`src/rtl/core/uhr_pkg.sv`:
```
// uhr_pkg: shared types and constants of the undo history ring
// item and result structures, operation and status codes
// no dependencies
package uhr_pkg;

	localparam logic [31:0] FALLBACK_KEY_BIT = 32'h8000_0000;
	localparam logic [15:0] TIMEOUT_RESET    = 16'd300;

	typedef enum logic [1:0] {
		OP_CLEAR   = 2'd0,
		OP_BEGIN   = 2'd1,
		OP_CAPTURE = 2'd2,
		OP_RESTORE = 2'd3
	} op_t;

	localparam logic [2:0] ST_NONE         = 3'd0;
	localparam logic [2:0] ST_REJECTED     = 3'd1;
	localparam logic [2:0] ST_COALESCED    = 3'd2;
	localparam logic [2:0] ST_STORED       = 3'd3;
	localparam logic [2:0] ST_RESTORED     = 3'd4;
	localparam logic [2:0] ST_RESTORE_FAIL = 3'd5;

	typedef struct packed {
		op_t         op;
		logic [31:0] key;
		logic [31:0] now;
		logic        blocked;
		logic        ext_ok;
	} item_t;

	typedef struct packed {
		logic       ok;
		logic [2:0] status;
		logic [3:0] slot;
		logic [3:0] levels;
		logic       avail;
	} result_t;

endpackage

```
`src/rtl/core/uhr_queue.sv`:
```
// uhr_queue: two-entry queue between front and back
// depends on uhr_pkg for the item type
module uhr_queue
	import uhr_pkg::*;
(
	input  logic  clk,
	input  logic  arst_n,
	input  logic  push,
	input  item_t push_data,
	output logic  full,
	input  logic  pop,
	output item_t pop_data,
	output logic  empty
);

	item_t      ent_q [2];
	logic       wr_ptr_q;
	logic       rd_ptr_q;
	logic [1:0] cnt_q;

	assign full     = (cnt_q == 2'd2);
	assign empty    = (cnt_q == 2'd0);
	assign pop_data = ent_q[rd_ptr_q];

	always_ff @(posedge clk or negedge arst_n) begin
		if (!arst_n) begin
			wr_ptr_q <= 1'b0;
			rd_ptr_q <= 1'b0;
			cnt_q    <= 2'd0;
		end else begin
			if (push)
				wr_ptr_q <= ~wr_ptr_q;
			if (pop)
				rd_ptr_q <= ~rd_ptr_q;
			if (push && !pop)
				cnt_q <= cnt_q + 2'd1;
			else if (pop && !push)
				cnt_q <= cnt_q - 2'd1;
		end
	end

	always_ff @(posedge clk) begin
		if (push)
			ent_q[wr_ptr_q] <= push_data;
	end

endmodule

```
`src/rtl/core/uhr_front.sv`:
```
// uhr_front: input acceptance and classification of items
// forms the key each operation needs; depends on uhr_pkg
module uhr_front
	import uhr_pkg::*;
(
	input  logic        in_valid,
	output logic        in_ready,
	input  logic [1:0]  op,
	input  logic [31:0] gest_id,
	input  logic [7:0]  src_tag,
	input  logic [31:0] cur_tick,
	input  logic        blocked,
	input  logic        external_ok,
	input  logic        q_full,
	output logic        q_push,
	output item_t       q_data
);

	op_t cmd;

	assign cmd      = op_t'(op);
	assign in_ready = !q_full;
	assign q_push   = in_valid && !q_full;

	always_comb begin
		q_data.op      = cmd;
		q_data.now     = cur_tick;
		q_data.blocked = blocked;
		q_data.ext_ok  = external_ok;
		unique case (cmd)
			OP_BEGIN:   q_data.key = gest_id;
			OP_CAPTURE: q_data.key = FALLBACK_KEY_BIT | {24'd0, src_tag};
			OP_CLEAR,
			OP_RESTORE: q_data.key = 32'd0;
			default:    q_data.key = 32'd0;
		endcase
	end

endmodule

```
`src/rtl/core/uhr_back.sv`:
```
// uhr_back: executes items against the history ring and holds the result
// key and tick memories, ring pointers, latched key; depends on uhr_pkg
module uhr_back
	import uhr_pkg::*;
#(
	parameter int HISTORY_DEPTH = 10
) (
	input  logic        clk,
	input  logic        arst_n,
	input  logic [15:0] timeout,
	input  logic        q_empty,
	input  item_t       q_data,
	output logic        q_pop,
	output logic        out_valid,
	input  logic        out_ready,
	output result_t     res
);

	localparam int IDX_W = $clog2(HISTORY_DEPTH);
	localparam int CNT_W = $clog2(HISTORY_DEPTH + 1);
	localparam int SUM_W = CNT_W + 1;
	localparam logic [CNT_W-1:0] DEPTH_C = CNT_W'(HISTORY_DEPTH);

	typedef enum logic [1:0] {
		S_IDLE = 2'b01,
		S_EXEC = 2'b10
	} state_t;

	state_t           state_q;
	item_t            work_q;
	logic [CNT_W-1:0] count_q;
	logic [IDX_W-1:0] oldest_q;
	logic [31:0]      lkey_q;
	logic             lval_q;
	logic [31:0]      rd_key_q;
	logic [31:0]      rd_tick_q;
	logic             out_valid_q;
	result_t          res_q;

	logic [31:0]      key_mem  [HISTORY_DEPTH];
	logic [31:0]      tick_mem [HISTORY_DEPTH];

	logic [IDX_W-1:0] top;
	logic [IDX_W-1:0] push_idx;
	logic [CNT_W-1:0] nxt_count;
	logic [IDX_W-1:0] nxt_oldest;
	logic [31:0]      nxt_lkey;
	logic             nxt_lval;
	logic             do_push;
	logic [31:0]      cap_key;
	logic [31:0]      tick_diff;
	logic             hit;
	logic             nxt_ok;
	logic [2:0]       nxt_status;
	logic [IDX_W-1:0] nxt_slot;

	function automatic logic [IDX_W-1:0] wrap(input logic [SUM_W-1:0] v);
		logic [SUM_W-1:0] r;
		r = (v >= SUM_W'(HISTORY_DEPTH)) ? v - SUM_W'(HISTORY_DEPTH) : v;
		return r[IDX_W-1:0];
	endfunction

	assign q_pop     = (state_q == S_IDLE) && !q_empty && (!out_valid_q || out_ready);
	assign out_valid = out_valid_q;
	assign res       = res_q;

	always_comb begin
		if (count_q == '0)
			top = '0;
		else
			top = wrap(SUM_W'(oldest_q) + SUM_W'(count_q) - SUM_W'(1));
	end

	assign cap_key   = lval_q ? lkey_q : work_q.key;
	assign tick_diff = work_q.now - rd_tick_q;
	assign hit       = (count_q != '0) && (rd_key_q == cap_key) &&
	                   (tick_diff <= {16'd0, timeout});

	always_comb begin
		nxt_count  = count_q;
		nxt_oldest = oldest_q;
		nxt_lkey   = lkey_q;
		nxt_lval   = lval_q;
		do_push    = 1'b0;
		push_idx   = '0;
		nxt_ok     = 1'b0;
		nxt_status = ST_NONE;
		nxt_slot   = '0;
		unique case (work_q.op)
			OP_CLEAR: begin
				nxt_count  = '0;
				nxt_oldest = '0;
				nxt_lkey   = '0;
				nxt_lval   = 1'b0;
			end
			OP_BEGIN: begin
				nxt_lkey = work_q.key;
				nxt_lval = 1'b1;
			end
			OP_CAPTURE: begin
				priority if (work_q.blocked) begin
					nxt_status = ST_REJECTED;
				end else if (hit) begin
					nxt_ok     = 1'b1;
					nxt_status = ST_COALESCED;
					nxt_slot   = top;
				end else if (!work_q.ext_ok) begin
					nxt_status = ST_REJECTED;
				end else begin
					do_push    = 1'b1;
					nxt_ok     = 1'b1;
					nxt_status = ST_STORED;
					priority if (count_q == '0) begin
						push_idx   = '0;
						nxt_oldest = '0;
						nxt_count  = CNT_W'(1);
					end else if (count_q < DEPTH_C) begin
						push_idx  = wrap(SUM_W'(oldest_q) + SUM_W'(count_q));
						nxt_count = count_q + CNT_W'(1);
					end else begin
						push_idx   = oldest_q;
						nxt_oldest = wrap(SUM_W'(oldest_q) + SUM_W'(1));
					end
					nxt_slot = push_idx;
				end
			end
			OP_RESTORE: begin
				if (count_q == '0 || work_q.blocked) begin
					nxt_status = ST_REJECTED;
				end else begin
					nxt_slot = top;
					nxt_lkey = '0;
					nxt_lval = 1'b0;
					if (work_q.ext_ok) begin
						nxt_ok     = 1'b1;
						nxt_status = ST_RESTORED;
						if (count_q == CNT_W'(1)) begin
							nxt_count  = '0;
							nxt_oldest = '0;
						end else begin
							nxt_count = count_q - CNT_W'(1);
						end
					end else begin
						nxt_status = ST_RESTORE_FAIL;
					end
				end
			end
			default: begin
				nxt_status = ST_NONE;
			end
		endcase
	end

	always_ff @(posedge clk or negedge arst_n) begin
		if (!arst_n) begin
			state_q     <= S_IDLE;
			count_q     <= '0;
			oldest_q    <= '0;
			lkey_q      <= '0;
			lval_q      <= 1'b0;
			out_valid_q <= 1'b0;
		end else begin
			unique case (state_q)
				S_IDLE: begin
					if (q_pop)
						state_q <= S_EXEC;
					if (out_valid_q && out_ready)
						out_valid_q <= 1'b0;
				end
				S_EXEC: begin
					state_q     <= S_IDLE;
					count_q     <= nxt_count;
					oldest_q    <= nxt_oldest;
					lkey_q      <= nxt_lkey;
					lval_q      <= nxt_lval;
					out_valid_q <= 1'b1;
				end
				default: begin
					state_q <= S_IDLE;
				end
			endcase
		end
	end

	always_ff @(posedge clk) begin
		if (q_pop) begin
			work_q    <= q_data;
			rd_key_q  <= key_mem[top];
			rd_tick_q <= tick_mem[top];
		end
		if (state_q == S_EXEC) begin
			res_q.ok     <= nxt_ok;
			res_q.status <= nxt_status;
			res_q.slot   <= 4'(nxt_slot);
			res_q.levels <= 4'(nxt_count);
			res_q.avail  <= (nxt_count != '0);
			if (do_push) begin
				key_mem[push_idx]  <= cap_key;
				tick_mem[push_idx] <= work_q.now;
			end
		end
	end

`ifndef ASSERT_OFF
	a_count_bound: assert property (@(posedge clk) disable iff (!arst_n)
		count_q <= DEPTH_C)
		else $error("entry count beyond ring depth");

	a_empty_origin: assert property (@(posedge clk) disable iff (!arst_n)
		(count_q == '0) |-> (oldest_q == '0))
		else $error("empty ring with non-zero oldest slot");

	a_exec_room: assert property (@(posedge clk) disable iff (!arst_n)
		(state_q == S_EXEC) |-> (!out_valid_q || out_ready))
		else $error("result would overwrite a pending beat");

	a_exec_once: assert property (@(posedge clk) disable iff (!arst_n)
		(state_q == S_EXEC) |=> (state_q == S_IDLE && out_valid_q))
		else $error("execution did not produce a result");
`endif

endmodule

```
`src/rtl/core/undo_history_ring_with_coalescing.sv`:
```
// undo_history_ring_with_coalescing: top level of the undo history ring
// front classifier, two-entry queue, back executor; depends on uhr_pkg
//
// usage:
//   input channel (in_valid/in_ready) carries one request beat: op, gest_id,
//   src_tag, cur_tick, blocked, external_ok
//   output channel (out_valid/out_ready) returns exactly one result beat per
//   request: ok, status, slot, levels_in_use, undo_available, in request order
//   cfg channel (cfg_valid/cfg_ready) writes coalesce_timeout; cfg_ready is
//   always high, write only while no request is outstanding
// flow: an accepted request waits in the queue; the back end pops it
//   and reads the top-slot memory in S_IDLE, then does the update and
//   result write in S_EXEC; it pops no new request until that one is
//   done, nor while a result is pending and out_ready is low
// reset: ring empty, no gesture key latched, timeout 300, no result pending
// stall: while out_ready is low the result is held; up to two further
//   requests wait in the queue, after which in_ready drops
module undo_history_ring_with_coalescing
	import uhr_pkg::*;
#(
	parameter int HISTORY_DEPTH = 10
) (
	input  logic        clk,
	input  logic        arst_n,
	input  logic        cfg_valid,
	output logic        cfg_ready,
	input  logic [15:0] cfg_data,
	input  logic        in_valid,
	output logic        in_ready,
	input  logic [1:0]  op,
	input  logic [31:0] gest_id,
	input  logic [7:0]  src_tag,
	input  logic [31:0] cur_tick,
	input  logic        blocked,
	input  logic        external_ok,
	output logic        out_valid,
	input  logic        out_ready,
	output logic        ok,
	output logic [2:0]  status,
	output logic [3:0]  slot,
	output logic [3:0]  levels_in_use,
	output logic        undo_available
);

	logic [15:0] timeout_q;
	logic        q_full;
	logic        q_empty;
	logic        q_push;
	logic        q_pop;
	item_t       q_in;
	item_t       q_out;
	result_t     res;

	assign cfg_ready = 1'b1;

	always_ff @(posedge clk or negedge arst_n) begin
		if (!arst_n)
			timeout_q <= TIMEOUT_RESET;
		else if (cfg_valid)
			timeout_q <= cfg_data;
	end

	uhr_front u_front (
		.in_valid    (in_valid),
		.in_ready    (in_ready),
		.op          (op),
		.gest_id     (gest_id),
		.src_tag     (src_tag),
		.cur_tick    (cur_tick),
		.blocked     (blocked),
		.external_ok (external_ok),
		.q_full      (q_full),
		.q_push      (q_push),
		.q_data      (q_in)
	);

	uhr_queue u_queue (
		.clk       (clk),
		.arst_n    (arst_n),
		.push      (q_push),
		.push_data (q_in),
		.full      (q_full),
		.pop       (q_pop),
		.pop_data  (q_out),
		.empty     (q_empty)
	);

	uhr_back #(
		.HISTORY_DEPTH (HISTORY_DEPTH)
	) u_back (
		.clk       (clk),
		.arst_n    (arst_n),
		.timeout   (timeout_q),
		.q_empty   (q_empty),
		.q_data    (q_out),
		.q_pop     (q_pop),
		.out_valid (out_valid),
		.out_ready (out_ready),
		.res       (res)
	);

	assign ok             = res.ok;
	assign status         = res.status;
	assign slot           = res.slot;
	assign levels_in_use  = res.levels;
	assign undo_available = res.avail;

endmodule
```
`config.mk`:
```
export PLATFORM = sky130hd
export DESIGN_NAME = undo_history_ring_with_coalescing
export DESIGN_NICKNAME = d
export VERILOG_FILES = /design/src/rtl/core/uhr_pkg.sv /design/src/rtl/core/uhr_queue.sv /design/src/rtl/core/uhr_front.sv /design/src/rtl/core/uhr_back.sv /design/src/rtl/core/undo_history_ring_with_coalescing.sv
export SDC_FILE = /design/constraint.sdc
export NUM_CORES = 1
export LEC_CHECK = 0
export BUFFER_PORTS_ARGS = -buffer_cell sky130_fd_sc_hd__buf_2
export CAP_MARGIN = 20
export CORE_MARGIN = 2
export CORE_UTILIZATION = 45
export DETAILED_ROUTE_END_ITERATION = 6
export HOLD_SLACK_MARGIN = 0.12
export PLACE_DENSITY_LB_ADDON = 0.15
export SLEW_MARGIN = 30
export SYNTH_ARGS = -nofsm -noshare
export SYNTH_HDL_FRONTEND = slang
export SYNTH_SLANG_ARGS = --single-unit
```
`constraint.sdc`:
```
create_clock -name clk -period 9.11 [get_ports clk]
set_clock_uncertainty 0.15 [all_clocks]
set_input_delay 1.822 -clock clk [delete_from_list [all_inputs] [get_ports clk]]
set_output_delay 1.822 -clock clk [all_outputs]
set_load 0.05 [all_outputs]
```
==> impl_metrics.yaml <==
power:
  combinationalPowerShare: 0.430
  netSwitchingFraction: 0.396
  max-vdd-ir-drop_mv: 0.498
  total_switching_power_mw: 7.72
  static-leakage-power_nw: 16.3
  clock_power_share: 0.213
  cell_internal_pwr_mw: 11.8
  power_share_of_the_sequential_group: 0.357
  cellPowerDensity_nw_per_um2: 421
job:
  maxCapViolCount: 0
timing:
  setup-violations-final: 0
  transition_at_the_pin_with_the_smallest_max_transition_slack_ns: 1.17
  highest_achievable_clock_rate_mhz: 150
  setup_tns_ns: 0
  rsz0062_at_grt: "false"
  timing_max_transition_violations_final: 0
  hold_violations: 0
  share_of_the_cycle_needed_by_the_critical_path_after_routing: 0.730
  period_needed_ns: 6.65
  relSlewSlack: 0.221
  post_route_worst_hold_slack_ns: 0.343
setup_path:
  critPathLaunchType: "flop"
  timing.critical_path.to: "u_back.tick_mem[3][16]"
  critical_path_peak_fanout: 26
  timing.reg2reg.worst_path_depth: 20
  worst_setup_path_end_kind: "flop"
  crit_arrival_ns: 6.79
  r2r-end: "u_back.tick_mem[3][16]"
  reg2reg_from: "u_back.work_q[11]"
  crit_type: "reg2reg"
  cp.required_ns: 9.25
  critical_path.startpoint: "u_back.work_q[11]"
  r2r_slack_ns: 2.46
logic_synthesis:
  ys.warnings.count: 0
  synth_edf_count: 921
  ys_ff_latch: 985
  synth-seq-area-share: 0.711
  yosysUniqueCellTypes: 71
  syn_avg_cell_area_um2: 14.2
  synth_cells: 2895
  synth_fp_nets: 3059
  async_flop_share: 0.0650
  synthFlopType: "edfxtp_1"
  syn-cell-area_um2: 41200
routing:
  post_drt_via_cell_ratio: 5.84
  dr.first_iter.drc_count: 1972
  routed-via-count: 24700
  wl_per_cell_um: 23.9
  drt-total-wl_um: 101000
  post-route-drc-count: 0
  drt.antenna.violating_nets: 0
  drt_pass1_iterations: 5
cts:
  tritoncts_clock_tree: "done"
  cts.root.buffer_cell: "clkbuf_16"
  post-cts-setup-buffers: 0
  htreeDepth: 3
  clockBufferDepth: 3
  worst_skew_pair.late_latency_ns: 0.67
  clk_transition_reported_paths_ns: 0.06
  cts_made_buffers: 101
  hold_buffers: 0
  clock_sinks: 985
  post_cts_resize_count: 0
floorplan:
  ios: 113
  fp.dieArea_um2: 93900
  rows: 110
  fp.dieH_um: 306
  die_w_um: 306
  core_area_um2: 90300
  start_util: 0.456
cells_and_area:
  ff_latch_area_um2: 29300
  post_route_cells_drive_above_1_share: 0.148
  area_growth_syn_to_layout_pct: 12.6
  mostFrequentLayoutCells: "921 x edfxtp_1, 455 x nand2_1, 136 x and3_1"
  antennaDiodeCount: 0
  multiInputGateArea_um2: 11000
  nets: 3128
  nFillCells: 7593
  most_common_cell_after_layout_fill_and_taps_aside: "edfxtp_1"
global_routing:
  first_pass_grt_wire_length_um: 152000
  antenna_found_initial: 3
  grt.overflow.total: 0
  pin_count_of_the_biggest_net_entering_global_routing: 200
  first_global_vias: 24500
  track_usage: 0.213
placed_design:
  dp_hpwl_um: 56300
  port_buffers: 111
  place.gp.congestion: 0.952
status:
  outcome: "finished, final reports clean"
min_path:
  hp-class: "reg2reg"
[routing by layer]
layer	routed length (um)	global-route usage
met1	44800	0.293
met2	49100	0.359
met3	4910	0.0277
met4	2230	0.0530
met5	13	0
[cell type report]
type,count,area share
clock buffer,138,0.0606
clock inverter,48,0.0117
inverter,70,0.00578
multi-input combinational,1649,0.238
sequential,985,0.631
tap,1176,0.0317
timing repair buffer,157,0.0211
[registers in the layout, summed over array words and instances (netlist names)]
signal / cells
u_back.key_mem: 320
u_back.tick_mem: 320
u_queue.ent_q: 136
u_back.work_q: 68
u_back.lkey_q: 32
u_back.rd_key_q: 32
u_back.rd_tick_q: 32
timeout_q: 16
u_back.res: 13
u_back.count_q: 4
u_back.oldest_q: 4
u_back.state_q: 2
u_queue.cnt_q: 2
u_back.lval_q: 1
u_back.out_valid: 1
u_queue.rd_ptr_q: 1
u_queue.wr_ptr_q: 1
[Yosys cell counts, types with 5 or more instances]
cell type | n | area, um2
nand3_1 | 86 | 430
xnor2_1 | 18 | 158
mux2i_1 | 7 | 70.1
or3_1 | 9 | 56.3
o22ai_1 | 9 | 56.3
a211o_1 | 5 | 43.8
dfrtp_1 | 59 | 1480
buf_1 | 9 | 33.8
o21ai_0 | 52 | 260
o31a_1 | 66 | 578
nand2_1 | 457 | 1720
a31oi_1 | 8 | 50.1
inv_1 | 70 | 263
a21o_1 | 17 | 128
nor4_1 | 8 | 50.1
and3_1 | 137 | 857
nor2_1 | 44 | 165
a22o_1 | 43 | 377
o211ai_1 | 5 | 37.5
and2_1 | 29 | 181
nor2b_1 | 9 | 56.3
clkbuf_1 | 175 | 657
xor2_1 | 47 | 412
a211oi_1 | 134 | 1010
nand2b_1 | 12 | 75.1
a311oi_1 | 128 | 1120
nand4_1 | 15 | 93.8
a21oi_1 | 60 | 300
edfxtp_1 | 921 | 27700
ha_1 | 65 | 813
dfstp_2 | 5 | 131
nor3_1 | 18 | 90.1
mux2_2 | 103 | 1160
[per-stage QoR]
stage	cells	worst slack (ns)	power, mW	cell area (um2)	util
after CTS	4221	2.42	19.6	46300	0.513
after detailed placement	4035	2.45	15.4	43000	0.476
final	4223	2.46	19.5	46400	0.513
after global routing	4223	2.00	20.6	46400	0.513
after global placement	4035	2.50	15.3	42900	0.476
after floorplan	2895	0.372	12.8	41200	-
[power by group through the flow]
stage | registers (mW) | logic [mW] | clock network (mW)
2_1_floorplan | 6.89 | 5.90 | 0
3_3_place_gp | 7.04 | 8.25 | 0
3_5_place_dp | 7.06 | 8.34 | 0
4_1_cts | 6.97 | 8.41 | 4.25
5_1_grt | 7.05 | 9.17 | 4.42
6_report | 6.97 | 8.39 | 4.16
[cells by family after synthesis]
logic type,after synthesis,synth area share
DFF,985,0.711
and+or+nand+nor,845,0.0959
AOI/OAI and AO/OA,557,0.103
buffers and inverters,261,0.0247
muxes,114,0.0313
adders and majority gates,67,0.0207
xor gates and xnor gates,65,0.0138
other,1,0.0000911
[critical path: stages (launching register included)]
cell and delay (ns):
edfxtp_1 0.54, ha_1 0.45, and3_1 0.24, a31oi_1 0.22, and2_1 0.22, and2_1 0.18, o21ai_0 0.11, and2_1 0.20
o21ai_0 0.14, nand2b_1 0.08, xor2_1 0.15, ha_1 0.31, nand4_1 0.13, o21ai_0 0.20, a21oi_1 0.07, o2111ai_1 0.60
or4_4 0.28, nand2_1 0.28, nand4b_1 0.43, nor2_4 0.69, buf_4 0.55
[how the worst min path moves through the flow]
stage,startpoint,endpoint,slack (ns),cells past startpoint
global route,u_back.work_q[50],u_back.lkey_q[16],0.37,1
global placement,u_back.lkey_q[20],u_back.lkey_q[20],0.33,1
CTS,u_back.work_q[50],u_back.lkey_q[16],0.34,1
floorplan,u_queue.wr_ptr_q,u_queue.wr_ptr_q,0.31,1
detailed placement,u_back.work_q[58],u_back.lkey_q[24],0.33,1
finish,u_back.work_q[53],u_back.lkey_q[19],0.34,1
Power figures use the tool's default switching activity.
